**src/tile_scroll_exposed_rectangles_core_macros.svh**
```systemverilog
// ----------------------------------------------------------------------------
// tile scroll exposed rectangles - assertion macros
// shared concurrent assertion forms for the core
// ----------------------------------------------------------------------------
`ifndef TILE_SCROLL_EXPOSED_RECTANGLES_CORE_MACROS_SVH
`define TILE_SCROLL_EXPOSED_RECTANGLES_CORE_MACROS_SVH

// same-cycle implication
`define TSER_ASSERT_NOW(label, clk, rst, ante, cons, msg) \
   label: assert property (@(posedge clk) disable iff (rst) (ante) |-> (cons)) \
      else $error(msg);

// next-cycle implication
`define TSER_ASSERT_NEXT(label, clk, rst, ante, cons, msg) \
   label: assert property (@(posedge clk) disable iff (rst) (ante) |=> (cons)) \
      else $error(msg);

`endif

```
**src/tser_pkg.sv**
```systemverilog
// ----------------------------------------------------------------------------
// tser_pkg
// types and constants of the tile scroll exposed rectangles core
// ----------------------------------------------------------------------------
`timescale 1ns / 1ps

package tser_pkg;

   localparam int SCREEN_WIDTH  = 240;
   localparam int SCREEN_HEIGHT = 160;
   localparam int TILE_SHIFT    = 3;

   localparam int POS_W  = 13;
   localparam int TILE_W = 11;
   localparam int MC_W   = 11;
   localparam int SRC_W  = 20;
   localparam int RING_W = 5;
   localparam int SIZE_W = 6;
   localparam int OFS_W  = 8;

   localparam logic OP_SCROLL   = 1'b0;
   localparam logic OP_REDRAW   = 1'b1;
   localparam logic KIND_COPY   = 1'b0;
   localparam logic KIND_OFFSET = 1'b1;

   localparam logic [1:0] REG_DYNAMIC_MODE = 2'd0;
   localparam logic [1:0] REG_ATTACHED     = 2'd1;
   localparam logic [1:0] REG_MAP_COLUMNS  = 2'd2;

   typedef logic [POS_W-1:0]  pos_type;
   typedef logic [TILE_W-1:0] tile_type;

   typedef struct packed {
      logic              kind;
      logic [SRC_W-1:0]  source_offset;
      logic [RING_W-1:0] ring_x;
      logic [RING_W-1:0] ring_y;
      logic [SIZE_W-1:0] rect_width;
      logic [SIZE_W-1:0] rect_height;
      logic              indirect;
      logic [OFS_W-1:0]  offset_x;
      logic [OFS_W-1:0]  offset_y;
      logic              last;
   } rsp_type;

   typedef struct packed {
      logic [1:0] count;
      rsp_type    rsp;
   } calc_type;

endpackage

```
**src/tser_calc.sv**
```systemverilog
// ----------------------------------------------------------------------------
// tser_calc
// builds result number index of one scroll or redraw item
// ----------------------------------------------------------------------------
`timescale 1ns / 1ps

module tser_calc (
   input  logic                  op,
   input  tser_pkg::pos_type     new_x,
   input  tser_pkg::pos_type     new_y,
   input  tser_pkg::pos_type     saved_x,
   input  tser_pkg::pos_type     saved_y,
   input  logic                  attached,
   input  logic                  dynamic_mode,
   input  logic [tser_pkg::MC_W-1:0] map_columns,
   input  logic [1:0]            index,
   output tser_pkg::calc_type    calc
);
   import tser_pkg::*;

   logic [POS_W:0] ox_sum, oy_sum, nx_sum, ny_sum;
   tile_type ol, ot, orr, ob, nl, nt, nr, nb;
   tile_type top, bot;
   tile_type x0, y0, x1, y1;
   tile_type span_w, span_h;
   logic apart, h_down, h_up, h_en, v_right, v_left, v_en;
   logic [1:0] ncopy;
   logic [2*TILE_W-1:0] prod;
   logic [2*TILE_W-1:0] src_sum;
   pos_type ofs_x, ofs_y;
   rsp_type r;

   always_comb begin
      ox_sum = {1'b0, saved_x} + (POS_W+1)'(SCREEN_WIDTH - 1);
      oy_sum = {1'b0, saved_y} + (POS_W+1)'(SCREEN_HEIGHT - 1);
      nx_sum = {1'b0, new_x} + (POS_W+1)'(SCREEN_WIDTH - 1);
      ny_sum = {1'b0, new_y} + (POS_W+1)'(SCREEN_HEIGHT - 1);
      ol  = TILE_W'(saved_x >> TILE_SHIFT);
      ot  = TILE_W'(saved_y >> TILE_SHIFT);
      orr = TILE_W'(ox_sum >> TILE_SHIFT);
      ob  = TILE_W'(oy_sum >> TILE_SHIFT);
      nl  = TILE_W'(new_x >> TILE_SHIFT);
      nt  = TILE_W'(new_y >> TILE_SHIFT);
      nr  = TILE_W'(nx_sum >> TILE_SHIFT);
      nb  = TILE_W'(ny_sum >> TILE_SHIFT);

      apart = (ot < nt && ob <= nt) || (ot >= nb && ob > nb) ||
              (ol < nl && orr <= nl) || (ol >= nr && orr > nr);
      h_down  = nb > ob;
      h_up    = nt < ot;
      h_en    = h_down || h_up;
      v_right = nr > orr;
      v_left  = nl < ol;
      v_en    = v_right || v_left;
      top = (ot > nt) ? ot : nt;
      bot = (ob < nb) ? ob : nb;

      if (op == OP_REDRAW || apart) begin
         ncopy = 2'd1;
      end else begin
         ncopy = {1'b0, h_en} + {1'b0, v_en};
      end

      // rectangle picked by index
      if (op == OP_REDRAW) begin
         x0 = ol; y0 = ot; x1 = orr; y1 = ob;
      end else if (apart) begin
         x0 = nl; y0 = nt; x1 = nr; y1 = nb;
      end else if (index == 2'd0 && h_en) begin
         x0 = nl;
         x1 = nr;
         if (h_down) begin
            y0 = ob + TILE_W'(1);
            y1 = nb;
         end else begin
            y0 = nt;
            y1 = ot - TILE_W'(1);
         end
      end else begin
         y0 = top;
         y1 = bot;
         if (v_right) begin
            x0 = orr + TILE_W'(1);
            x1 = nr;
         end else begin
            x0 = nl;
            x1 = ol - TILE_W'(1);
         end
      end

      span_w  = x1 - x0 + TILE_W'(1);
      span_h  = y1 - y0 + TILE_W'(1);
      prod    = (2*TILE_W)'(y0) * (2*TILE_W)'(map_columns);
      src_sum = prod + (2*TILE_W)'(x0);
      ofs_x   = (op == OP_REDRAW) ? saved_x : new_x;
      ofs_y   = (op == OP_REDRAW) ? saved_y : new_y;

      r = '0;
      if (index == ncopy) begin
         r.kind     = KIND_OFFSET;
         r.offset_x = ofs_x[OFS_W-1:0];
         r.offset_y = ofs_y[OFS_W-1:0];
         r.last     = 1'b1;
      end else begin
         r.kind          = KIND_COPY;
         r.source_offset = src_sum[SRC_W-1:0];
         r.ring_x        = x0[RING_W-1:0];
         r.ring_y        = y0[RING_W-1:0];
         r.rect_width    = span_w[SIZE_W-1:0];
         r.rect_height   = span_h[SIZE_W-1:0];
         r.indirect      = dynamic_mode;
      end

      calc.count = attached ? (ncopy + 2'd1) : 2'd0;
      calc.rsp   = r;
   end

endmodule

```
**src/tile_scroll_exposed_rectangles_core.sv**
```systemverilog
// ----------------------------------------------------------------------------
// tile_scroll_exposed_rectangles_core
// scroll tracker for a screen window over a tile map, emits copy commands
// for exposed tiles and a display offset update
// ----------------------------------------------------------------------------
// channel | ports | transfer when
// req     | req_valid, req_stall, req_opcode, req_scroll_x/y | valid and !stall
// rsp     | rsp_valid, rsp_stall, rsp_kind ... rsp_last      | valid and !stall
// csr     | csr_psel ... csr_pready, 32 bit apb style        | psel, penable, pwrite
//
// an item sits in the input register and sends one result a cycle into the
// output register while it is free: 1 to 3 results per item, none if not attached
// a new item is taken in the cycle its last result moves into the output register
// a stalled output holds and backs up into req_stall
// synchronous reset clears valids, result index, saved position and config registers
// ----------------------------------------------------------------------------
`timescale 1ns / 1ps
`include "tile_scroll_exposed_rectangles_core_macros.svh"

module tile_scroll_exposed_rectangles_core (
   input  logic                        clock,
   input  logic                        reset,
   input  logic                        req_valid,
   output logic                        req_stall,
   input  logic                        req_opcode,
   input  logic [12:0]                 req_scroll_x,
   input  logic [12:0]                 req_scroll_y,
   output logic                        rsp_valid,
   input  logic                        rsp_stall,
   output logic                        rsp_kind,
   output logic [19:0]                 rsp_source_offset,
   output logic [4:0]                  rsp_ring_x,
   output logic [4:0]                  rsp_ring_y,
   output logic [5:0]                  rsp_rect_width,
   output logic [5:0]                  rsp_rect_height,
   output logic                        rsp_indirect,
   output logic [7:0]                  rsp_offset_x,
   output logic [7:0]                  rsp_offset_y,
   output logic                        rsp_last,
   input  logic                        csr_psel,
   input  logic                        csr_penable,
   input  logic                        csr_pwrite,
   input  logic [3:0]                  csr_paddr,
   input  logic [31:0]                 csr_pwdata,
   output logic [31:0]                 csr_prdata,
   output logic                        csr_pready
);
   import tser_pkg::*;

   logic              dynamic_mode_ff, attached_ff;
   logic [MC_W-1:0]   map_columns_ff;
   pos_type           saved_x_ff, saved_y_ff;
   logic              item_valid_ff;
   logic              op_ff;
   pos_type           x_ff, y_ff;
   logic [1:0]        seq_ff, seq_in;
   logic              out_valid_ff;
   rsp_type           out_ff;
   calc_type          calc;
   logic              out_free, load, done, accept, csr_write;

   tser_calc u_calc (
      .op           (op_ff),
      .new_x        (x_ff),
      .new_y        (y_ff),
      .saved_x      (saved_x_ff),
      .saved_y      (saved_y_ff),
      .attached     (attached_ff),
      .dynamic_mode (dynamic_mode_ff),
      .map_columns  (map_columns_ff),
      .index        (seq_ff),
      .calc         (calc)
   );

   always_comb begin
      out_free  = !out_valid_ff || !rsp_stall;
      load      = item_valid_ff && calc.count != 2'd0 && out_free;
      done      = item_valid_ff &&
                  (calc.count == 2'd0 || (out_free && seq_ff == calc.count - 2'd1));
      req_stall = item_valid_ff && !done;
      accept    = req_valid && !req_stall;
      seq_in    = done ? 2'd0 : (load ? seq_ff + 2'd1 : seq_ff);
      csr_write = csr_psel && csr_penable && csr_pwrite;
   end

   always_ff @(posedge clock) begin
      if (reset) begin
         item_valid_ff <= 1'b0;
         seq_ff        <= 2'd0;
         out_valid_ff  <= 1'b0;
         saved_x_ff    <= '0;
         saved_y_ff    <= '0;
      end else begin
         seq_ff <= seq_in;
         if (accept) begin
            item_valid_ff <= 1'b1;
         end else if (done) begin
            item_valid_ff <= 1'b0;
         end
         if (load) begin
            out_valid_ff <= 1'b1;
         end else if (!rsp_stall) begin
            out_valid_ff <= 1'b0;
         end
         if (done && op_ff == OP_SCROLL) begin
            saved_x_ff <= x_ff;
            saved_y_ff <= y_ff;
         end
      end
   end

   always_ff @(posedge clock) begin
      if (accept) begin
         op_ff <= req_opcode;
         x_ff  <= req_scroll_x;
         y_ff  <= req_scroll_y;
      end
      if (load) begin
         out_ff <= calc.rsp;
      end
   end

   // configuration registers
   always_ff @(posedge clock) begin
      if (reset) begin
         dynamic_mode_ff <= 1'b0;
         attached_ff     <= 1'b0;
         map_columns_ff  <= MC_W'(32);
      end else if (csr_write) begin
         case (csr_paddr[3:2])
            REG_DYNAMIC_MODE: dynamic_mode_ff <= csr_pwdata[0];
            REG_ATTACHED:     attached_ff     <= csr_pwdata[0];
            REG_MAP_COLUMNS:  map_columns_ff  <= csr_pwdata[MC_W-1:0];
            default: ;
         endcase
      end
   end

   always_comb begin
      case (csr_paddr[3:2])
         REG_DYNAMIC_MODE: csr_prdata = {31'd0, dynamic_mode_ff};
         REG_ATTACHED:     csr_prdata = {31'd0, attached_ff};
         REG_MAP_COLUMNS:  csr_prdata = {{(32-MC_W){1'b0}}, map_columns_ff};
         default:          csr_prdata = '0;
      endcase
   end

   assign csr_pready        = 1'b1;
   assign rsp_valid         = out_valid_ff;
   assign rsp_kind          = out_ff.kind;
   assign rsp_source_offset = out_ff.source_offset;
   assign rsp_ring_x        = out_ff.ring_x;
   assign rsp_ring_y        = out_ff.ring_y;
   assign rsp_rect_width    = out_ff.rect_width;
   assign rsp_rect_height   = out_ff.rect_height;
   assign rsp_indirect      = out_ff.indirect;
   assign rsp_offset_x      = out_ff.offset_x;
   assign rsp_offset_y      = out_ff.offset_y;
   assign rsp_last          = out_ff.last;

   `TSER_ASSERT_NOW(a_offset_is_last, clock, reset, rsp_valid && rsp_kind == KIND_OFFSET, rsp_last, "offset result without last")
   `TSER_ASSERT_NOW(a_seq_idle_zero, clock, reset, !item_valid_ff, seq_ff == 2'd0, "result index left over")
   `TSER_ASSERT_NEXT(a_accept_holds, clock, reset, req_valid && !req_stall, item_valid_ff, "accepted item lost")

endmodule
```
**config.mk**
```make
export PLATFORM = sky130hd
export DESIGN_NAME = tile_scroll_exposed_rectangles_core
export DESIGN_NICKNAME = d
export VERILOG_FILES = /design/src/tser_pkg.sv /design/src/tser_calc.sv /design/src/tile_scroll_exposed_rectangles_core.sv
export VERILOG_INCLUDE_DIRS = /design/src /design/src/src
export SDC_FILE = /design/constraint.sdc
export NUM_CORES = 1
export LEC_CHECK = 0
export ABC_AREA = 1
export BUFFER_PORTS_ARGS = -buffer_cell sky130_fd_sc_hd__buf_4
export CAP_MARGIN = 5
export CORE_UTILIZATION = 48
export CTS_BUF_LIST = sky130_fd_sc_hd__clkbuf_2
export DETAILED_ROUTE_END_ITERATION = 6
export GPL_TIMING_DRIVEN = 0
export PLACE_DENSITY = 0.68
export SKIP_LAST_GASP = 1
export SYNTH_ARGS = -nofsm -noshare
export SYNTH_HDL_FRONTEND = slang
export SYNTH_SLANG_ARGS = --single-unit
```
**constraint.sdc**
```tcl
create_clock -name clock -period 8.9 [get_ports clock]
set_input_delay 1.335 -clock clock [delete_from_list [all_inputs] [get_ports clock]]
set_output_delay 1.335 -clock clock [all_outputs]
set_load 0.005 [all_outputs]
```
==> impl_metrics.ini <==
[clock_network]
clk-insertion-delay-late_ns = 0.80
ctsRootBufferMaster = clkbuf_2
clock_path_buffers = 2
numCtsBuffers = 17
clock_tree.htree_level_count = 4
cts_tree = done
clkSinkCount = 130
clk_transition_reported_paths_ns = 0.23

[worst_setup_path]
worst-endpoint-arrival_ns = 9.08
critical-path-slowest-cell = fa_1
startpoint_type = register
crit_path_start = saved_x_ff[3]$_SDFFE_PP0P_
timing.critical_path.fanout_max = 10
setup.worst_path.class = reg -> reg
regToRegStartpoint = saved_x_ff[3]$_SDFFE_PP0P_
reg2reg_slack_ns = 0.39
slowest_delay_ns = 0.58
timing.critical_path.mode_cell = nand2_1
reg2reg_depth = 41
cp-end-kind = register
required_ns = 9.47
worstReg2RegEnd = rsp_source_offset[19]$_SDFFCE_PP0P_
cp-endpoint = rsp_source_offset[19]$_SDFFCE_PP0P_

[synthesis]
yosys.cell_count.top_type = nand2_1
yosysTopAreaCellShare_pct = 18.5
dominantRegCellSynth = edfxtp_1
yosysUniqueCellTypes = 57
post_synth_edffs = 87
ys_top_cells_by_count = 438 x nand2_1, 302 x inv_1, 212 x nor2_1, 157 x ha_1, 95 x a21oi_1
post_synth_instance_area_um2 = 14100
synth.top_cells.by_area = edfxtp_1 18%, ha_1 14%, fa_1 13%, nand2_1 12%, inv_1 8.0%
synth_seq_area_share_pct = 24.6
synth_area_leader_cell = edfxtp_1
yosys_register_bits = 130
syn_area_per_cell_um2 = 7.58
syn_inst = 1865
number_of_warnings_reported_in_the_yosys_synthesis_log = 0
ys_async_sr_fraction_pct = 0

[place]
gp_congestion = 0.973
place.port_buffers = 120
dp_hpwl_um = 36100
post_dp_cell_area_um2 = 15700

[routing]
routed-via-count = 13267
wl_per_cell_um = 18.6
drt_drc_violations_left = 0
drt.antenna.violating_nets = 0
drtIter0Drc = 1209
drt-pass1-iter-count = 6
detail_route.vias_per_cell = 5.39
postRouteWirelength_um = 45800

[sta]
fin_worst_skew_ns = 0.0564
hold_violation_total_from_the_final_report = 0
post-route-min-period_ns = 8.51
finalCritPeriodShare_pct = 95.6
tightest_slew_ns = 1.12
setup_viol_count_final = 0
holdWs_ns = 0.501
finalMaxSlewViolations = 0
timing.setup.tns_ns = 0
maxClockFrequency_mhz = 117
worst_slew_margin_rel_pct = 25.5
grt_setup_unrepaired = true

[die]
die_h_um = 174
io_pins = 166
initial_core_util_pct = 49.0
core.rowCount = 62
die_width_um = 174
core_um2 = 28900
die_area_um2 = 30100

[grt]
first_global_vias = 12769
grt_start_max_net_pins = 28
global_route_wire_length_before_repair_um = 70500
antenna_found_initial = 1
grt_overflow_total = 0
groute.usage.overall_pct = 30.7

[final_layout]
post-route-util_pct = 56.7
final_design_area_excluding_fillers_um2 = 16400
design.final.nets = 2384
syn2layout_area_growth_pct = 15.8
final_layout_size_suffix_gt1_share_pct = 16.1

[flow_run]
maxCapViolations = 0

[power_and_ir_drop]
design_power_total_mw = 1.80
power.static_leakage_nw = 8.39
pwr_density_cell_nw_per_um2 = 110
worst_ir_drop_vdd_uv = 75.1

[outcome]
run_status = complete, no violations

[worst_hold_path]
worstHoldPathType = reg -> reg
==> layout by cell type (no fill, tap or decap), types with 5 or more instances in the layout <==
cell and count:
a211oi_1 6, a21o_1 6, a21oi_1 93, buf_1 5
buf_2 13, buf_4 184, buf_6 12, clkbuf_1 17
clkbuf_2 17, clkinvlp_4 7, conb_1 22, dfxtp_1 38
edfxtp_1 87, fa_1 91, ha_1 153, inv_1 297
inv_2 6, inv_4 5, nand2_1 429, nand2_2 21
nand2_4 5, nand3_1 80, nand3_4 5, nand4_1 27
nor2_1 206, nor2_2 8, nor2_4 6, nor3_1 13
o211ai_1 12, o21a_1 7, o21ai_0 74, o21ai_1 10
xnor2_1 8, xor2_1 30
==> worst min-delay path by stage <==
| stage | start | endpoint | cells past startpoint |
|---|---|---|---|
| after floorplan | seq_ff[0]$_SDFFE_PP0P_ | seq_ff[0]$_SDFFE_PP0P_ | 2 |
| after global placement | seq_ff[0]$_SDFFE_PP0P_ | seq_ff[0]$_SDFFE_PP0P_ | 2 |
| after detailed placement | map_columns_ff[1]$_SDFFE_PP0P_ | map_columns_ff[1]$_SDFFE_PP0P_ | 2 |
| after CTS | map_columns_ff[1]$_SDFFE_PP0P_ | map_columns_ff[1]$_SDFFE_PP0P_ | 2 |
| after global routing | map_columns_ff[1]$_SDFFE_PP0P_ | map_columns_ff[1]$_SDFFE_PP0P_ | 2 |
| final | map_columns_ff[1]$_SDFFE_PP0P_ | map_columns_ff[1]$_SDFFE_PP0P_ | 2 |
==> sequential cells by signal, summed over array words and instances, names as in the netlist <==
register           cells
rsp_last               1
rsp_ring_x             5
rsp_rect_height        6
saved_y_ff            13
rsp_ring_y             5
item_valid_ff          1
rsp_offset_y           8
map_columns_ff        11
y_ff                  13
x_ff                  13
op_ff                  1
saved_x_ff            13
attached_ff            1
rsp_valid              1
rsp_offset_x           8
rsp_source_offset     20
rsp_rect_width         6
rsp_indirect           1
seq_ff                 2
dynamic_mode_ff        1
==> per-layer routing <==
layer	global-route usage (%)	share of wire [%]
met5	0	0
met4	12.7	3.6
met3	5.72	8.7
met2	48.5	44
met1	41.5	44
==> cells by family after synthesis <==
logic type / count (synthesis) / share of synthesized area (%)
flops: 130 / 24.6
compound gates: 241 / 9.81
xor+xnor: 43 / 2.81
other cells: 2 / 0.0531
mux: 1 / 0.0708
buf+inv: 383 / 11.3
simple gates: 816 / 24.4
fa+ha+maj: 249 / 26.9
==> final cells by class <==
type,instances,area [um2]
repair buffers,161,1230
well taps,384,480
plain buffers,70,433
diodes,2,5.00
clock inverters,14,131
clock buffers,17,85.1
flip-flops and latches,130,3480
multi-input cells,1372,9310
inverters,313,1200
fillers,2788,12500
==> worst max-delay path: cells and delay by family, from the launching register on <==
kind            cells  cell delay [ns]
compound gates      9             1.58
xor+xnor            2             0.38
fa+ha+maj           8             3.51
buf+inv             4             0.51
flops               1             0.44
simple gates       18             1.89
==> where the power goes <==
part           internal [mW]  switching, mW  leakage, nW
clock network          0.103          0.276        0.124
registers              0.675         0.0242         1.14
logic                  0.262          0.460         7.13
==> repair_timing <==
item	CTS	global route
pin swaps	8	17
buffers inserted	19	17
setup endpoints to repair	7	8
gates resized for setup	21	45
hold buffers	0	0
==> through the flow <==
step | std cells | worst slack (ns)
5_1_grt | 2463 | -0.100
2_1_floorplan | 1885 | 0.828
3_5_place_dp | 2394 | -0.746
4_1_cts | 2444 | 0.00135
6_report | 2463 | 0.389
3_3_place_gp | 2389 | -0.910
Note: power is estimated with default switching activity, not from simulation.
